--- src/rtl/ecal_pkg.sv ---
// ----------------------------------------------------------------------------
// ecal_pkg
// Shared types and constants for the epoch-seconds to calendar converter:
// epoch selector codes, offsets, constant divisors with their reciprocals,
// and the table of month start days within a four-year block.
// ----------------------------------------------------------------------------
package ecal_pkg;

  localparam int NUM_STAGES = 7;

  // Pipeline stage load enables, bit 0 is the first stage, top bit the output.
  typedef struct packed {
    logic [NUM_STAGES-1:0] load;
  } pipe_ctl_t;

  // Epoch selector codes.
  localparam logic [1:0] EPOCH_Y2000 = 2'd0;
  localparam logic [1:0] EPOCH_Y2012 = 2'd1;
  localparam logic [1:0] EPOCH_UNIX  = 2'd2;
  localparam logic [1:0] EPOCH_Y1996 = 2'd3;

  localparam logic [31:0] OFS_Y2012 = 32'd378691200;
  localparam logic [31:0] OFS_UNIX  = 32'd946684800;
  localparam logic [31:0] OFS_Y1996 = 32'd126230400;

  // Divisors and floor(2^k / d) reciprocals. Each estimate is at most one low.
  localparam logic [16:0] SEC_PER_DAY  = 17'd86400;
  localparam logic [22:0] DAY_RECIP    = 23'd6362914;  // 2^32 / 675, on secs >> 7
  localparam logic [10:0] BLOCK_DAYS   = 11'd1461;
  localparam logic [5:0]  BLOCK_RECIP  = 6'd44;        // 2^16 / 1461
  localparam logic [11:0] SEC_PER_HOUR = 12'd3600;
  localparam logic [5:0]  HOUR_RECIP   = 6'd36;        // 2^17 / 3600
  localparam logic [5:0]  SEC_PER_MIN  = 6'd60;
  localparam logic [6:0]  MIN_RECIP    = 7'd68;        // 2^12 / 60

  // Day of the four-year block on which each month begins. Year 0 is leap.
  localparam logic [10:0] MONTH_START [0:3][0:11] = '{
    '{11'd0,    11'd31,   11'd60,   11'd91,   11'd121,  11'd152,
      11'd182,  11'd213,  11'd244,  11'd274,  11'd305,  11'd335},
    '{11'd366,  11'd397,  11'd425,  11'd456,  11'd486,  11'd517,
      11'd547,  11'd578,  11'd609,  11'd639,  11'd670,  11'd700},
    '{11'd731,  11'd762,  11'd790,  11'd821,  11'd851,  11'd882,
      11'd912,  11'd943,  11'd974,  11'd1004, 11'd1035, 11'd1065},
    '{11'd1096, 11'd1127, 11'd1155, 11'd1186, 11'd1216, 11'd1247,
      11'd1277, 11'd1308, 11'd1339, 11'd1369, 11'd1400, 11'd1430}
  };

endpackage

--- src/rtl/ecal_datapath.sv ---
// ----------------------------------------------------------------------------
// ecal_datapath
// Seven-stage conversion datapath: epoch shift, split into days and seconds
// of day by reciprocal multiply and correction, then blocks, hours, minutes,
// year within block and month lookup.
// ----------------------------------------------------------------------------
module ecal_datapath (
  input  logic                clk,
  input  ecal_pkg::pipe_ctl_t ctl,
  input  logic [31:0]         timestamp,
  input  logic [1:0]          epoch_base,
  output logic [7:0]          year_offset,
  output logic [3:0]          month_number,
  output logic [4:0]          day_of_month,
  output logic [4:0]          hours,
  output logic [5:0]          minutes,
  output logic [5:0]          seconds_part
);

  // stage 1
  logic [31:0] s1_secs, s1_secs_next;
  // stage 2
  logic [31:0] s2_secs;
  logic [15:0] s2_days_est;
  logic [47:0] day_est_prod;
  // stage 3
  logic [15:0] s3_days, s3_days_next;
  logic [16:0] s3_sod, s3_sod_next;
  logic [32:0] day_back;
  logic [31:0] day_rem;
  logic [17:0] day_rem_n;
  // stage 4
  logic [15:0] s4_days;
  logic [16:0] s4_sod;
  logic [5:0]  s4_blk_est;
  logic [4:0]  s4_hr_est;
  logic [21:0] blk_est_prod;
  logic [22:0] hr_est_prod;
  // stage 5
  logic [5:0]  s5_blocks, s5_blocks_next;
  logic [10:0] s5_dib, s5_dib_next;
  logic [4:0]  s5_hr, s5_hr_next;
  logic [11:0] s5_soh, s5_soh_next;
  logic [16:0] blk_back;
  logic [11:0] blk_rem;
  logic [16:0] hr_back;
  logic [12:0] hr_rem;
  // stage 6
  logic [5:0]  s6_blocks;
  logic [10:0] s6_dib;
  logic [1:0]  s6_yr, s6_yr_next;
  logic [4:0]  s6_hr;
  logic [11:0] s6_soh;
  logic [5:0]  s6_min_est;
  logic [18:0] min_est_prod;
  // stage 7 (output)
  logic [3:0]  mo_idx;
  logic [10:0] mo_start;
  logic [10:0] dom_full;
  logic [11:0] min_back;
  logic [6:0]  min_rem;
  logic [5:0]  min_next, sec_next;

  // Stage 1: shift to the 2000 epoch, wrapping mod 2^32.
  always_comb begin
    unique case (epoch_base)
      ecal_pkg::EPOCH_Y2012: s1_secs_next = timestamp + ecal_pkg::OFS_Y2012;
      ecal_pkg::EPOCH_UNIX:  s1_secs_next = timestamp - ecal_pkg::OFS_UNIX;
      ecal_pkg::EPOCH_Y1996: s1_secs_next = timestamp - ecal_pkg::OFS_Y1996;
      default:               s1_secs_next = timestamp;
    endcase
  end

  // Stage 2: day estimate, divide by 128 then by 675.
  assign day_est_prod = 48'(s1_secs[31:7]) * 48'(ecal_pkg::DAY_RECIP);

  // Stage 3: remainder and one-step correction.
  assign day_back  = 33'(s2_days_est) * 33'(ecal_pkg::SEC_PER_DAY);
  assign day_rem   = s2_secs - day_back[31:0];
  assign day_rem_n = day_rem[17:0];
  always_comb begin
    if (day_rem_n >= 18'(ecal_pkg::SEC_PER_DAY)) begin
      s3_days_next = s2_days_est + 16'd1;
      s3_sod_next  = 17'(day_rem_n - 18'(ecal_pkg::SEC_PER_DAY));
    end else begin
      s3_days_next = s2_days_est;
      s3_sod_next  = day_rem_n[16:0];
    end
  end

  // Stage 4: block and hour estimates.
  assign blk_est_prod = 22'(s3_days) * 22'(ecal_pkg::BLOCK_RECIP);
  assign hr_est_prod  = 23'(s3_sod) * 23'(ecal_pkg::HOUR_RECIP);

  // Stage 5: remainders and corrections.
  assign blk_back = 17'(s4_blk_est) * 17'(ecal_pkg::BLOCK_DAYS);
  assign blk_rem  = 12'(s4_days - blk_back[15:0]);
  assign hr_back  = 17'(s4_hr_est) * 17'(ecal_pkg::SEC_PER_HOUR);
  assign hr_rem   = 13'(s4_sod - hr_back);
  always_comb begin
    if (blk_rem >= 12'(ecal_pkg::BLOCK_DAYS)) begin
      s5_blocks_next = s4_blk_est + 6'd1;
      s5_dib_next    = 11'(blk_rem - 12'(ecal_pkg::BLOCK_DAYS));
    end else begin
      s5_blocks_next = s4_blk_est;
      s5_dib_next    = blk_rem[10:0];
    end
    if (hr_rem >= 13'(ecal_pkg::SEC_PER_HOUR)) begin
      s5_hr_next  = s4_hr_est + 5'd1;
      s5_soh_next = 12'(hr_rem - 13'(ecal_pkg::SEC_PER_HOUR));
    end else begin
      s5_hr_next  = s4_hr_est;
      s5_soh_next = hr_rem[11:0];
    end
  end

  // Stage 6: year within block, minute estimate.
  always_comb begin
    if (s5_dib >= ecal_pkg::MONTH_START[3][0]) begin
      s6_yr_next = 2'd3;
    end else if (s5_dib >= ecal_pkg::MONTH_START[2][0]) begin
      s6_yr_next = 2'd2;
    end else if (s5_dib >= ecal_pkg::MONTH_START[1][0]) begin
      s6_yr_next = 2'd1;
    end else begin
      s6_yr_next = 2'd0;
    end
  end
  assign min_est_prod = 19'(s5_soh) * 19'(ecal_pkg::MIN_RECIP);

  // Stage 7: month search on the selected row, minute correction.
  always_comb begin
    mo_idx = 4'd0;
    for (int j = 1; j < 12; j++) begin
      if (s6_dib >= ecal_pkg::MONTH_START[s6_yr][j]) mo_idx = 4'(j);
    end
  end
  assign mo_start = ecal_pkg::MONTH_START[s6_yr][mo_idx];
  assign dom_full = 11'(s6_dib - mo_start) + 11'd1;

  assign min_back = 12'(s6_min_est) * 12'(ecal_pkg::SEC_PER_MIN);
  assign min_rem  = 7'(s6_soh - min_back);
  always_comb begin
    if (min_rem >= 7'(ecal_pkg::SEC_PER_MIN)) begin
      min_next = s6_min_est + 6'd1;
      sec_next = 6'(min_rem - 7'(ecal_pkg::SEC_PER_MIN));
    end else begin
      min_next = s6_min_est;
      sec_next = min_rem[5:0];
    end
  end

  always_ff @(posedge clk) begin
    if (ctl.load[0]) begin
      s1_secs <= s1_secs_next;
    end
    if (ctl.load[1]) begin
      s2_secs     <= s1_secs;
      s2_days_est <= day_est_prod[47:32];
    end
    if (ctl.load[2]) begin
      s3_days <= s3_days_next;
      s3_sod  <= s3_sod_next;
    end
    if (ctl.load[3]) begin
      s4_days    <= s3_days;
      s4_sod     <= s3_sod;
      s4_blk_est <= blk_est_prod[21:16];
      s4_hr_est  <= hr_est_prod[21:17];
    end
    if (ctl.load[4]) begin
      s5_blocks <= s5_blocks_next;
      s5_dib    <= s5_dib_next;
      s5_hr     <= s5_hr_next;
      s5_soh    <= s5_soh_next;
    end
    if (ctl.load[5]) begin
      s6_blocks  <= s5_blocks;
      s6_dib     <= s5_dib;
      s6_yr      <= s6_yr_next;
      s6_hr      <= s5_hr;
      s6_soh     <= s5_soh;
      s6_min_est <= min_est_prod[17:12];
    end
    if (ctl.load[6]) begin
      year_offset  <= {s6_blocks, s6_yr};
      month_number <= mo_idx + 4'd1;
      day_of_month <= dom_full[4:0];
      hours        <= s6_hr;
      minutes      <= min_next;
      seconds_part <= sec_next;
    end
  end

endmodule

--- src/rtl/epoch_seconds_to_calendar_top.sv ---
// ----------------------------------------------------------------------------
// epoch_seconds_to_calendar_top
// Converts a 32-bit second count into year/month/day/hour/minute/second
// counted from 1 Jan 2000, after an optional fixed epoch shift.
// ----------------------------------------------------------------------------
// Takes one timestamp word per cycle while ts_stall is low and returns one
// calendar word per word taken, in order. The result word moves through the
// seven pipeline registers in order, the first of which loads at the edge
// that accepts its input word. The stages are epoch shift, a reciprocal
// multiply and a correction step for the split into days, one more
// multiply/correct pair for four-year blocks and hours, then the year
// compare, month table search and minute split.
// Stages that hold no word fill while the output is stalled, so up to seven
// words queue up before ts_stall rises. Every fourth year is a leap year,
// 2100 included; a timestamp before the chosen epoch wraps to a late date.
module epoch_seconds_to_calendar_top (
  input  logic        clk,
  input  logic        rst,
  input  logic        ts_valid,
  output logic        ts_stall,
  input  logic [31:0] timestamp,
  input  logic [1:0]  epoch_base,
  output logic        cal_valid,
  input  logic        cal_stall,
  output logic [7:0]  year_offset,
  output logic [3:0]  month_number,
  output logic [4:0]  day_of_month,
  output logic [4:0]  hours,
  output logic [5:0]  minutes,
  output logic [5:0]  seconds_part
);

  localparam int N = ecal_pkg::NUM_STAGES;

  logic [N-1:0]        stage_vld, stage_vld_next;
  logic [N-1:0]        stage_rdy;
  ecal_pkg::pipe_ctl_t ctl;

  // A stage takes a new word when it is empty or its word moves on.
  always_comb begin
    stage_rdy[N-1] = ~stage_vld[N-1] | ~cal_stall;
    for (int i = N - 2; i >= 0; i--) begin
      stage_rdy[i] = ~stage_vld[i] | stage_rdy[i+1];
    end
  end

  always_comb begin
    stage_vld_next[0] = stage_rdy[0] ? ts_valid : stage_vld[0];
    for (int i = 1; i < N; i++) begin
      stage_vld_next[i] = stage_rdy[i] ? stage_vld[i-1] : stage_vld[i];
    end
  end

  always_ff @(posedge clk) begin
    if (rst) begin
      stage_vld <= '0;
    end else begin
      stage_vld <= stage_vld_next;
    end
  end

  assign ctl.load  = stage_rdy;
  assign ts_stall  = ~stage_rdy[0];
  assign cal_valid = stage_vld[N-1];

  ecal_datapath u_datapath (
    .clk          (clk),
    .ctl          (ctl),
    .timestamp    (timestamp),
    .epoch_base   (epoch_base),
    .year_offset  (year_offset),
    .month_number (month_number),
    .day_of_month (day_of_month),
    .hours        (hours),
    .minutes      (minutes),
    .seconds_part (seconds_part)
  );

endmodule

--- config.mk ---
export PLATFORM = sky130hd
export DESIGN_NAME = epoch_seconds_to_calendar_top
export DESIGN_NICKNAME = d
export VERILOG_FILES = /design/src/rtl/ecal_pkg.sv /design/src/rtl/ecal_datapath.sv /design/src/rtl/epoch_seconds_to_calendar_top.sv
export SDC_FILE = /design/constraint.sdc
export NUM_CORES = 1
export LEC_CHECK = 0
export BUFFER_PORTS_ARGS = -buffer_cell sky130_fd_sc_hd__buf_2
export CELL_PAD_IN_SITES_DETAIL_PLACEMENT = 0
export CELL_PAD_IN_SITES_GLOBAL_PLACEMENT = 1
export CORE_ASPECT_RATIO = 2
export CORE_MARGIN = 4
export CORE_UTILIZATION = 25
export DETAILED_ROUTE_END_ITERATION = 10
export HOLD_SLACK_MARGIN = 0.1
export PLACE_DENSITY_LB_ADDON = 0.1
export SYNTH_ARGS = -nofsm -noshare
export SYNTH_HDL_FRONTEND = slang
export SYNTH_SLANG_ARGS = --single-unit
--- constraint.sdc ---
create_clock -name clk -period 6.3 [get_ports clk]
set_input_delay 0.945 -clock clk [delete_from_list [all_inputs] [get_ports clk]]
set_output_delay 0.945 -clock clk [all_outputs]
set_load 0.1 [all_outputs]
* Yosys cells after proc, flatten, opt, wreduce, memory -nomap -nowiden
Cells that the tools add are included.
** Word-level totals
- Register bits :: 247
- Latch bits :: 0
- Bits in writable memories :: 0
- Memory bits (read-only) :: 0
- Output and inout port bits :: 36
- Word-level logic and storage cells :: 129
- Memories kept :: 0
** Operators by class
- $add $sub $neg :: 18
- Multiply operators :: 8
- Div/mod/pow operators :: 0
- Order comparisons :: 20
- Equality and inequality tests :: 3
- Shift-type cells :: 0
- Muxes and demuxes :: 28
- Bitwise operators :: 18
- Reductions and logical operators :: 1
** Operator list (number)
- $bmux W132 S2 :: 1
- $mux W132 :: 2
- $ge A11 B11 Y1 :: 11
- $pmux W32 S3 :: 1
- $mul A25 B22 Y47 const B :: 1
- $bmux W11 S4 :: 1
- $add A32 B29 Y32 const B :: 1
- $sub A32 B27 Y32 const B :: 1
- $sub A32 B30 Y32 const B :: 1
- $mul A16 B4 Y20 const B :: 1
- $mul A17 B4 Y20 const B :: 1
- $ge A18 B17 Y1 const B :: 1
- $mux W6 :: 3
- $sub A18 B18 Y18 :: 1
- $mux W17 :: 1
- $sub A17 B17 Y17 const B :: 1
- $add A16 B1 Y16 const B :: 1
- $mul A12 B5 Y16 const B :: 1
- $mul A16 B10 Y11 const B :: 1
- $mux W16 :: 1
- $mux W4 :: 4
- $mux W5 :: 3
- $ge A13 B12 Y1 const B :: 1
- $sub A13 B13 Y13 :: 1
- other kinds (31) :: 54

* Longest topological paths before layout
Gate-level depths: netlist of the first run.
- Word-level depth :: 22
- Gate-level depth with buffers :: 27
- Depth with buffers taken out :: 23

* Cells and area by module
From an unflattened synthesis of the first run, not the netlist that was laid out.
** Unflattened totals
- Cells, all modules :: 2361
- Area, all modules :: 25524.5 sq um
** By module, submodules not included
- ecal_datapath :: instances 1, cells an instance 2329, area each 25227.9 sq um, seq. area each 7206.9 sq um
- epoch_seconds_to_calendar_top :: instances 1, cells an instance 32, area each 296.5 sq um, seq. area each 140.1 sq um

* Worst setup path before layout of the first run
Ideal clock, no wire load.
- Path kind :: register -> register
- Start point :: register u_datapath.s1_secs[15]
- End point :: register u_datapath.s2_days_est[15] (data pin)
- Library setup time :: 0.260 ns
- Arrival :: 6.187 ns
- Data required time :: 6.040 ns
- Path slack :: -0.147 ns
- Stages on the path, launching flop included :: 22
- Clock period less this slack :: 6.447 ns
- Cell sequence :: edfxtp_1 fa_1 ha_1 inv_1 fa_1 fa_1 inv_1 fa_1 fa_1 ha_1 ha_1 a2111oi_0 nand2b_1 a221oi_1 o21ai_0 a211oi_1 o31ai_1 and4_1 a2111oi_2 a21oi_1 a21oi_1 xnor2_1
** Between the ends
- Longest elaborated chain between the ends :: 1
** RTL lines
- from (decl) :: RTL line ecal_datapath.sv:21 : logic [31:0] s1_secs, s1_secs_next;
- from (signal assigned) :: RTL line ecal_datapath.sv:155 : s1_secs <= s1_secs_next;
- $mul A25 B22 Y47 :: RTL line ecal_datapath.sv:75 : assign day_est_prod = 48'(s1_secs[31:7]) * 48'(ecal_pkg::DAY_RECIP);
- net u_datapath.day_est_prod[47] :: RTL line ecal_datapath.sv:25 : logic [47:0] day_est_prod;
- to (signal assigned) :: RTL line ecal_datapath.sv:159 : s2_days_est <= day_est_prod[47:32];
- to (decl) :: RTL line ecal_datapath.sv:24 : logic [15:0] s2_days_est;
The timed path passes the listed nets, and every way through them passes these cells.
A chain may end at the register's enable or synchronous reset.

* Final worst setup path of the first run
Ends and elaborated chain as after synthesis.

==> impl_metrics.env, run 1 <==
export IMPL_n_fill_cell=10289
export IMPL_nets=3315
export IMPL_numCtsBuffers=29
export IMPL_synthesis_area_mm2=0.0249
export IMPL_critPathSlowestCell="fa_1"
export IMPL_synth_cell_types=75
export IMPL_finalMaxSlewViolations=0
export IMPL_path_class="reg -> reg"
export IMPL_port_buffers=73
export IMPL_status="finished, violations left"
export IMPL_first_pass_iters=4
export IMPL_grt_antenna_before_repair=2
export IMPL_die_width_um=231
export IMPL_violations="negative setup slack"
export IMPL_setup_viol=1
export IMPL_fmax_mhz=159
export IMPL_syn_nets=3056
export IMPL_cts_tree="built"
export IMPL_diodes=0
export IMPL_synth_seq_cells=247
export IMPL_max_stage_delay_ns=0.59
export IMPL_grt_pass1_wl_um=112000
export IMPL_drive_gt1_share_pct=13.9
export IMPL_grt_pass1_vias=19402
export IMPL_path_clk_slew_ns=0.06
export IMPL_clock_root_buffer="clkbuf_16"
export IMPL_ys_async_sr_fraction_pct=0
export IMPL_cts_htree_levels=1
export IMPL_io_pins=74
export IMPL_clock_sinks=247
export IMPL_drt_wl_total_um=73200
export IMPL_std_cell_rows=163
export IMPL_crit_fanout=3
export IMPL_end_kind="register"
export IMPL_synthTopCellsByArea="edfxtp_1 29%, ha_1 26%, fa_1 14%"
export IMPL_post_dp_hpwl_um=64400
export IMPL_cp_start_kind="register"
export IMPL_floorplan_die_area_mm2=0.105
export IMPL_cap_violations=0
export IMPL_synth_cells=2317
export IMPL_hold_viol=0
export IMPL_synth_warnings=0
export IMPL_period_minus_slack_ns=6.31
export IMPL_synth_area_leader_cell="edfxtp_1"
export IMPL_synth_area_per_cell_um2=10.8
export IMPL_setup_ws_ns=-0.00793
export IMPL_synth_flop_cell="edfxtp_1"
export IMPL_initial_core_util_pct=25.2
export IMPL_drtIter0Drc=452
export IMPL_grt_max_degree=37
export IMPL_timing_slew_headroom_pct=37.8
export IMPL_tightest_slew_ns=0.926
export IMPL_rsz0062_at_grt="yes"
export IMPL_worstSkewPairLatency_ns=0.60
export IMPL_avgViaCountPerCell=4.40
export IMPL_place_congestion=0.831
export IMPL_area_growth_pct=18.5
export IMPL_drcViolationCount=0
export IMPL_die_y_um=455
export IMPL_ys_seq_area_share_pct=29.4
export IMPL_crit_arrival_ns=6.66
export IMPL_final_util_pct=29.9
export IMPL_cp_required_ns=6.65
export IMPL_finalCritPeriodShare_pct=100
export IMPL_cts_max_path_buffers=3
export IMPL_num_vias=17254
export IMPL_fp_coreArea_mm2=0.0989
export IMPL_drtAntennaViolNets=0
export IMPL_hold_path_class="reg -> reg"
export IMPL_wl_per_cell_um=18.7
export IMPL_gr_total_overflow=0
export IMPL_synth_edf_count=240
export IMPL_grt_use_total_pct=14.0
export IMPL_synth_top_area_share_pct=28.9
export IMPL_path_common_cell="fa_1"
export IMPL_finClkSkew_ns=0.0285
cells by family after synthesis:
kind of cell / Yosys count / synth area share [%]
DFF: 247 / 29.4
buffers and inverters: 442 / 6.86
muxes: 9 / 0.381
adders and majority gates: 701 / 40.5
xor gates and xnor gates: 169 / 5.93
AOI/OAI and AO/OA: 358 / 9.38
and+or+nand+nor: 391 / 7.52
final cells by class:
class,count,area [um2],area share (%)
inverters,419,1570,5.32
flip-flops and latches,247,7350,24.8
repair buffers,251,1760,5.95
clock inverters,22,337,1.14
multi-input cells,1628,16200,54.7
clock buffers,32,737,2.49
well taps,1320,1650,5.58
per-layer routing:
layer	share of wire (%)	up-vias	GRT usage, %
met3	1.8	122	1.07
li1	-	8511	-
met5	0	-	0
met2	67	211	33.5
met4	4.3	0	5.18
met1	27	8410	10.4
Yosys cell counts, drive strengths merged, types with 6 or more instances:
| master | n |
|---|---|
| a2111oi | 7 |
| a211oi | 15 |
| a21boi | 7 |
| a21o | 36 |
| a21oi | 99 |
| a311oi | 6 |
| a31oi | 15 |
| and2 | 8 |
| and3 | 13 |
| buf | 10 |
| clkbuf | 13 |
| dfxtp | 7 |
| edfxtp | 240 |
| fa | 177 |
| ha | 524 |
| inv | 419 |
| nand2 | 97 |
| nand2b | 19 |
| nand3 | 28 |
| nand4 | 12 |
| nor2 | 112 |
| nor2b | 23 |
| nor3 | 39 |
| nor3b | 6 |
| nor4 | 10 |
| o211ai | 6 |
| o21a | 22 |
| o21ai | 80 |
| o21bai | 15 |
| or2 | 7 |
| or3 | 6 |
| xnor2 | 114 |
| xor2 | 55 |
placed cells by master (no fill, tap or decap), drive strengths merged, types with 5 or more instances in the layout:
cell type	count
ha	524
inv	421
buf	251
edfxtp	240
fa	177
xnor2	114
nor2	112
a21oi	99
nand2	97
o21ai	80
xor2	55
nor3	39
a21o	36
clkbuf	32
nand3	28
nor2b	23
o21a	22
nand2b	19
o21bai	15
a31oi	15
a211oi	15
and3	13
nand4	12
nor4	10
clkinv	10
and2	8
bufinv	8
a21boi	7
dfxtp	7
or2	7
a2111oi	7
o211ai	6
nor3b	6
or3	6
a311oi	6
mux2i	5
a31o	5
o31ai	5
state kept, by name (all words and copies together) (netlist names), 7 cells and up:
name / count
u_datapath.s1_secs: 32
u_datapath.s2_secs: 18
u_datapath.s3_sod: 17
u_datapath.s2_days_est: 16
u_datapath.s3_days: 16
u_datapath.s4_sod: 13
u_datapath.s4_days: 12
u_datapath.s5_soh: 12
u_datapath.s5_dib: 11
u_datapath.s6_dib: 11
u_datapath.year_offset: 8
stage_vld: 7
u_datapath.s6_soh: 7
worst max-delay path: cells and delay by family (launching register included):
| kind | cells | cell delay, ns |
|---|---|---|
| AND/OR/NAND/NOR | 2 | 0.25 |
| flip-flops | 1 | 0.42 |
| buffers and inverters | 6 | 0.74 |
| XOR/XNOR | 1 | 0.08 |
| adder cells (fa/ha/maj) | 8 | 3.17 |
| AO/OA/AOI/OAI | 8 | 1.43 |
final timing paths:
check	cells past startpoint	from	to	slack, ns
worst max register to register	25	u_datapath.s1_secs[15]	u_datapath.s2_days_est[15]	-0.008
worst min register to register	0	u_datapath.s2_secs[0]	u_datapath.s3_sod[0]	0.42
worst max-delay path	25	u_datapath.s1_secs[15]	u_datapath.s2_days_est[15]	-0.008
worst min-delay path	0	u_datapath.s2_secs[0]	u_datapath.s3_sod[0]	0.42
through the flow:
| stage | cell area, um2 | TNS, ns | worst slack [ns] | hold WS, ns | instances |
|---|---|---|---|---|---|
| 6_report | 29600 | -0.00793 | -0.00793 | 0.418 | 3919 |
| 3_5_place_dp | 28100 | -1.83 | -0.480 | 0.405 | 3851 |
| 2_1_floorplan | 25000 | 0 | 0.116 | 0.400 | 2317 |
| 3_3_place_gp | 28100 | -1.31 | -0.396 | 0.404 | 3851 |
| 5_1_grt | 29600 | -0.738 | -0.243 | 0.424 | 3919 |
| 4_1_cts | 29400 | -0.0429 | -0.0429 | 0.420 | 3916 |
repair_timing:
item / 4_1_cts / 5_1_grt
endpoints found under the setup margin: 11 / 7
gates resized for setup: 34 / 21
buffers inserted: 11 / 3
pin swaps: 30 / 31
hold buffers: 0 / 0
Power of run 1 is not shown: default switching activity piles up to over one toggle a cycle in this logic, so the estimate is an artifact.
==> run 2, diff against run 1 <==
Clock period 6.3 ns to 6 ns, I/O delays scaled along.
==> run 2 against run 1 <==
Effect of this change: the flow still finishes with violations (negative setup slack); design area grew 0.81%; final cell count grew 0.54%; via count shrank 0.28%; global-route usage shrank 0.53 points; highest routed layer unchanged.
==> impl_metrics.env, run 2 (synthesis gave the netlist of run 1 again) <==
export IMPL_crit_chain="buf_6, fa_2, ha_4, inv_2, fa_1, fa_1, inv_2, fa_1, fa_1, ha_4, ha_4, a2111oi_4, nand2b_1, a221oi_2, o21ai_2, a211oi_2, buf_4, o31ai_4, and4_1, a2111oi_4, a21oi_2, a21oi_2, xnor2_1"
export IMPL_hold_path_cell_count=0
export IMPL_layout_common_cells="502 x ha_1, 414 x inv_1, 240 x edfxtp_1"
export IMPL_initial_core_util_pct=25.2
export IMPL_setup_viol=3
export IMPL_grt_pass1_vias=19318
export IMPL_setup_ws_ns=-0.115
export IMPL_cts_htree_levels=1
export IMPL_r2r_end="u_datapath.s2_days_est[15]"
export IMPL_status="finished, violations left"
export IMPL_path_common_cell="fa_1"
export IMPL_hold_viol=0
export IMPL_numCtsBuffers=29
export IMPL_avgViaCountPerCell=4.37
export IMPL_worstSkewPairLatency_ns=0.61
export IMPL_std_cell_rows=163
export IMPL_critPathTopFamily="adder cells"
export IMPL_drtAntennaViolNets=0
export IMPL_violations="negative setup slack"
export IMPL_end_kind="register"
export IMPL_fmax_mhz=164
export IMPL_drt_wl_total_um=70400
export IMPL_rsz0062_at_grt="yes"
export IMPL_place_congestion=0.834
export IMPL_timing_slew_headroom_pct=17.3
export IMPL_grt_pass1_wl_um=108000
export IMPL_critPathBufInv=4
export IMPL_cp_required_ns=6.35
export IMPL_period_minus_slack_ns=6.11
export IMPL_cts_tree="built"
export IMPL_tns_ns=-0.208
export IMPL_n_fill_cell=10219
export IMPL_num_vias=17205
export IMPL_hold_path_class="reg -> reg"
export IMPL_path_clk_slew_ns=0.06
export IMPL_port_buffers=73
export IMPL_clock_sinks=247
export IMPL_path_class="reg -> reg"
export IMPL_drcViolationCount=0
export IMPL_r2r_cells=23
export IMPL_floorplan_die_area_mm2=0.105
export IMPL_grt_max_degree=37
export IMPL_final_common_cell="ha_1"
export IMPL_gr_total_overflow=0
export IMPL_drtIter0Drc=458
export IMPL_finalInstanceArea_mm2=0.0298
export IMPL_post_dp_hpwl_um=61600
export IMPL_cap_violations=0
export IMPL_cts_max_path_buffers=3
export IMPL_critPathSlowestCell="fa_1"
export IMPL_drive_gt1_share_pct=15.7
export IMPL_crit_arrival_ns=6.46
export IMPL_wl_per_cell_um=17.9
export IMPL_crit_cells=23
export IMPL_rrSetupSlack_ns=-0.11
export IMPL_area_growth_pct=19.5
export IMPL_r2r_start="u_datapath.s1_secs[17]"
export IMPL_finalCritPeriodShare_pct=102
export IMPL_largest_reg_flops=32
export IMPL_die_width_um=231
export IMPL_holdCritStartpoint="u_datapath.s2_secs[4]"
export IMPL_crit_fanout=3
export IMPL_largest_register="u_datapath.s1_secs"
export IMPL_fp_coreArea_mm2=0.0989
export IMPL_io_pins=74
export IMPL_placed_area_mm2=0.0282
export IMPL_grt_antenna_before_repair=2
export IMPL_pre_cts_ws_ns=-0.481
export IMPL_finClkSkew_ns=0.0228
export IMPL_tightest_slew_ns=1.22
export IMPL_first_pass_iters=4
export IMPL_clock_root_buffer="clkbuf_16"
export IMPL_finalMaxSlewViolations=0
export IMPL_min_to="u_datapath.s3_sod[4]"
export IMPL_nets=3335
export IMPL_reg_top3="u_datapath.s1_secs: 32 flops, u_datapath.s2_secs: 18 flops, u_datapath.s3_sod: 17 flops"
export IMPL_max_stage_delay_ns=0.53
export IMPL_die_y_um=455
export IMPL_grt_use_total_pct=13.5
export IMPL_cp_start_kind="register"
[run 2: repair_timing]
| action | CTS | global route |
|---|---|---|
| pin swaps | 43 | 29 |
| setup buffers | 18 | 8 |
| hold buffers | 0 | 0 |
| endpoints found under the setup margin | 11 | 10 |
| resized for setup | 52 | 42 |
[run 2: worst max path at each step]
stage / from / endpoint / slack (ns)
final: u_datapath.s1_secs[17] / u_datapath.s2_days_est[15] / -0.11
after global routing: u_datapath.s1_secs[14] / u_datapath.s2_days_est[15] / -0.44
after CTS: u_datapath.s1_secs[17] / u_datapath.s2_days_est[15] / -0.23
after detailed placement: u_datapath.s1_secs[16] / u_datapath.s2_days_est[15] / -0.48
after global placement: u_datapath.s1_secs[18] / u_datapath.s2_days_est[15] / -0.44
after floorplan: u_datapath.s1_secs[13] / u_datapath.s2_days_est[15] / 0.02
[run 2: routing by layer]
layer | share of wire (%) | GRT usage, % | routed length (um)
met4 | 5.5 | 6.70 | 3870
met3 | 2.1 | 1.13 | 1450
met5 | 0 | 0 | 0
met2 | 65 | 31.4 | 45500
met1 | 28 | 9.94 | 19600
[run 2: area by class of cell]
class	instances	area [um2]	area share, %
multi-input cells	1628	16300	54.7
flip-flops and latches	247	7350	24.6
repair buffers	271	1940	6.51
well taps	1320	1650	5.54
inverters	419	1580	5.29
clock buffers	36	772	2.59
clock inverters	17	196	0.659
diodes	2	5.00	0.0168
[run 2: stage by stage]
stage | util [%] | cells | hold slack, ns
after floorplan | - | 2317 | 0.400
final | 30.1 | 3940 | 0.408
after CTS | 29.9 | 3930 | 0.408
after global routing | 30.1 | 3940 | 0.417
after detailed placement | 28.5 | 3859 | 0.405
after global placement | 28.5 | 3859 | 0.403
Power of run 2 is left out for the same reason.
==> run 3, diff against run 2 <==
Settings changed: CORE_MARGIN 4 to 1, TNS_END_PERCENT set to 10.
==> run 3 against run 2 <==
Effect of this change: die area fell by 3.9%; the flow still finishes with violations (negative setup slack); sequential share of layout area rose by 0.12 points; highest routed layer unchanged; critical path depth did not move; first-iteration DRC count rose by 1.1%; design area fell by 0.47%; non-clock buffer count fell by 15; largest cell class unchanged; via count fell by 0.48%.
==> impl_metrics.env, run 3 (synthesis gave the netlist of run 1 again) <==
export IMPL_status="finished, violations left"
export IMPL_violations="negative setup slack"
export IMPL_numCtsBuffers=29
export IMPL_drtAntennaViolNets=0
export IMPL_finalNonFillerCells=3925
export IMPL_drtIter0Drc=463
export IMPL_cts_max_path_buffers=3
export IMPL_top_layer_used="met4"
export IMPL_worstSkewPairLatency_ns=0.60
export IMPL_finalCritPeriodShare_pct=102
export IMPL_cp_start_kind="register"
export IMPL_cts_tree="built"
export IMPL_end_kind="register"
export IMPL_num_vias=17123
export IMPL_grt_pass1_wl_um=108000
export IMPL_drive_gt1_share_pct=14.9
export IMPL_path_clk_slew_ns=0.07
export IMPL_initial_core_util_pct=25.3
export IMPL_finalMaxSlewViolations=0
export IMPL_area_growth_pct=18.9
export IMPL_crit_fanout=3
export IMPL_detailroute_wirelength_met2_um=46100
export IMPL_first_pass_iters=6
export IMPL_fp_coreArea_mm2=0.0987
export IMPL_rsz0062_at_grt="yes"
export IMPL_finClkSkew_ns=0.0167
export IMPL_crit_arrival_ns=6.46
export IMPL_cp_required_ns=6.35
export IMPL_hold_path_class="reg -> reg"
export IMPL_nets=3320
export IMPL_floorplan_die_area_mm2=0.101
export IMPL_die_width_um=225
export IMPL_dp_cells=3850
export IMPL_setup_viol=5
export IMPL_fmax_mhz=164
export IMPL_grt_max_degree=36
export IMPL_pre_cts_ws_ns=-0.502
export IMPL_grt_use_total_pct=14.3
export IMPL_cap_violations=0
export IMPL_clock_sinks=247
export IMPL_reg_top3="u_datapath.s1_secs: 32 flops, u_datapath.s2_secs: 18 flops, u_datapath.s3_sod: 17 flops"
export IMPL_post_dp_hpwl_um=62200
export IMPL_wl_met1_um=19900
export IMPL_grt_antenna_before_repair=1
export IMPL_wl_per_cell_um=18.1
export IMPL_port_buffers=73
export IMPL_clock_root_buffer="clkbuf_16"
export IMPL_tns_ns=-0.219
export IMPL_path_class="reg -> reg"
export IMPL_avgViaCountPerCell=4.36
export IMPL_gr_total_overflow=0
export IMPL_holdBufCountCts=0
export IMPL_largest_reg_flops=32
export IMPL_n_fill_cell=10358
export IMPL_timing_slew_headroom_pct=32.9
export IMPL_period_minus_slack_ns=6.11
export IMPL_largest_register="u_datapath.s1_secs"
export IMPL_io_pins=74
export IMPL_dr_wl_met3_um=1420
export IMPL_drt_wl_total_um=71200
export IMPL_setup_ws_ns=-0.108
export IMPL_place_congestion=0.840
export IMPL_final_common_cell="ha_1"
export IMPL_std_cell_rows=163
export IMPL_hold_viol=0
export IMPL_cts_htree_levels=1
export IMPL_grt_pass1_vias=19129
export IMPL_layout_common_cells="502 x ha_1, 411 x inv_1, 240 x edfxtp_1"
export IMPL_drcViolationCount=0
export IMPL_tightest_slew_ns=1.01
export IMPL_die_y_um=449
[run 3: area by class of cell]
| type | instances | area (um2) | share of cell area, % |
|---|---|---|---|
| antenna | 1 | 2.50 | 0.00843 |
| timing repair buffer | 256 | 1800 | 6.08 |
| tap | 1320 | 1650 | 5.57 |
| multi-input combinational | 1628 | 16300 | 55.0 |
| clock buffer | 39 | 773 | 2.61 |
| clock inverter | 15 | 188 | 0.632 |
| inverter | 419 | 1570 | 5.30 |
| sequential | 247 | 7350 | 24.8 |
[run 3: layer usage]
metal,up-vias,track usage (%)
met4,0,7.15
met3,116,1.14
met2,233,33.3
li1,8511,-
met1,8263,10.4
met5,-,0
[run 3: critical path, stage by stage (launching register included)]
cell	delay (ns)
edfxtp_1	0.46
buf_6	0.17
fa_2	0.34
ha_1	0.28
inv_1	0.05
fa_1	0.47
fa_1	0.49
inv_1	0.05
fa_2	0.54
fa_2	0.46
ha_4	0.24
ha_4	0.17
a2111oi_4	0.40
nand2b_1	0.12
a221oi_2	0.20
o21ai_2	0.13
a211oi_2	0.23
buf_4	0.18
o31ai_4	0.08
and4_4	0.20
a2111oi_4	0.27
a21oi_2	0.12
a21oi_2	0.14
xnor2_1	0.07
[run 3: path summary, 6_finish.rpt]
check                           slack, ns                   start                          to  cells after the start
worst max register to register      -0.11  u_datapath.s1_secs[15]  u_datapath.s2_days_est[15]                     23
worst max-delay path                -0.11  u_datapath.s1_secs[15]  u_datapath.s2_days_est[15]                     23
worst min register to register       0.41   u_datapath.s2_secs[4]        u_datapath.s3_sod[4]                      0
worst min-delay path                 0.41   u_datapath.s2_secs[4]        u_datapath.s3_sod[4]                      0
[run 3: stage by stage]
stage                     hold slack (ns)  cell area (um2)  util (%)
after floorplan                     0.400            25000         -
after global placement              0.401            28100      28.5
after detailed placement            0.405            28100      28.5
after CTS                           0.411            29600      30.0
after global routing                0.422            29700      30.1
final                               0.410            29700      30.1
[run 3: what timing repair did]
action                                  CTS  global route
buffers inserted                         18             2
pin swaps                                65            21
resized for setup                        80             8
endpoints found under the setup margin   11            10
Power of run 3 is left out for the same reason.
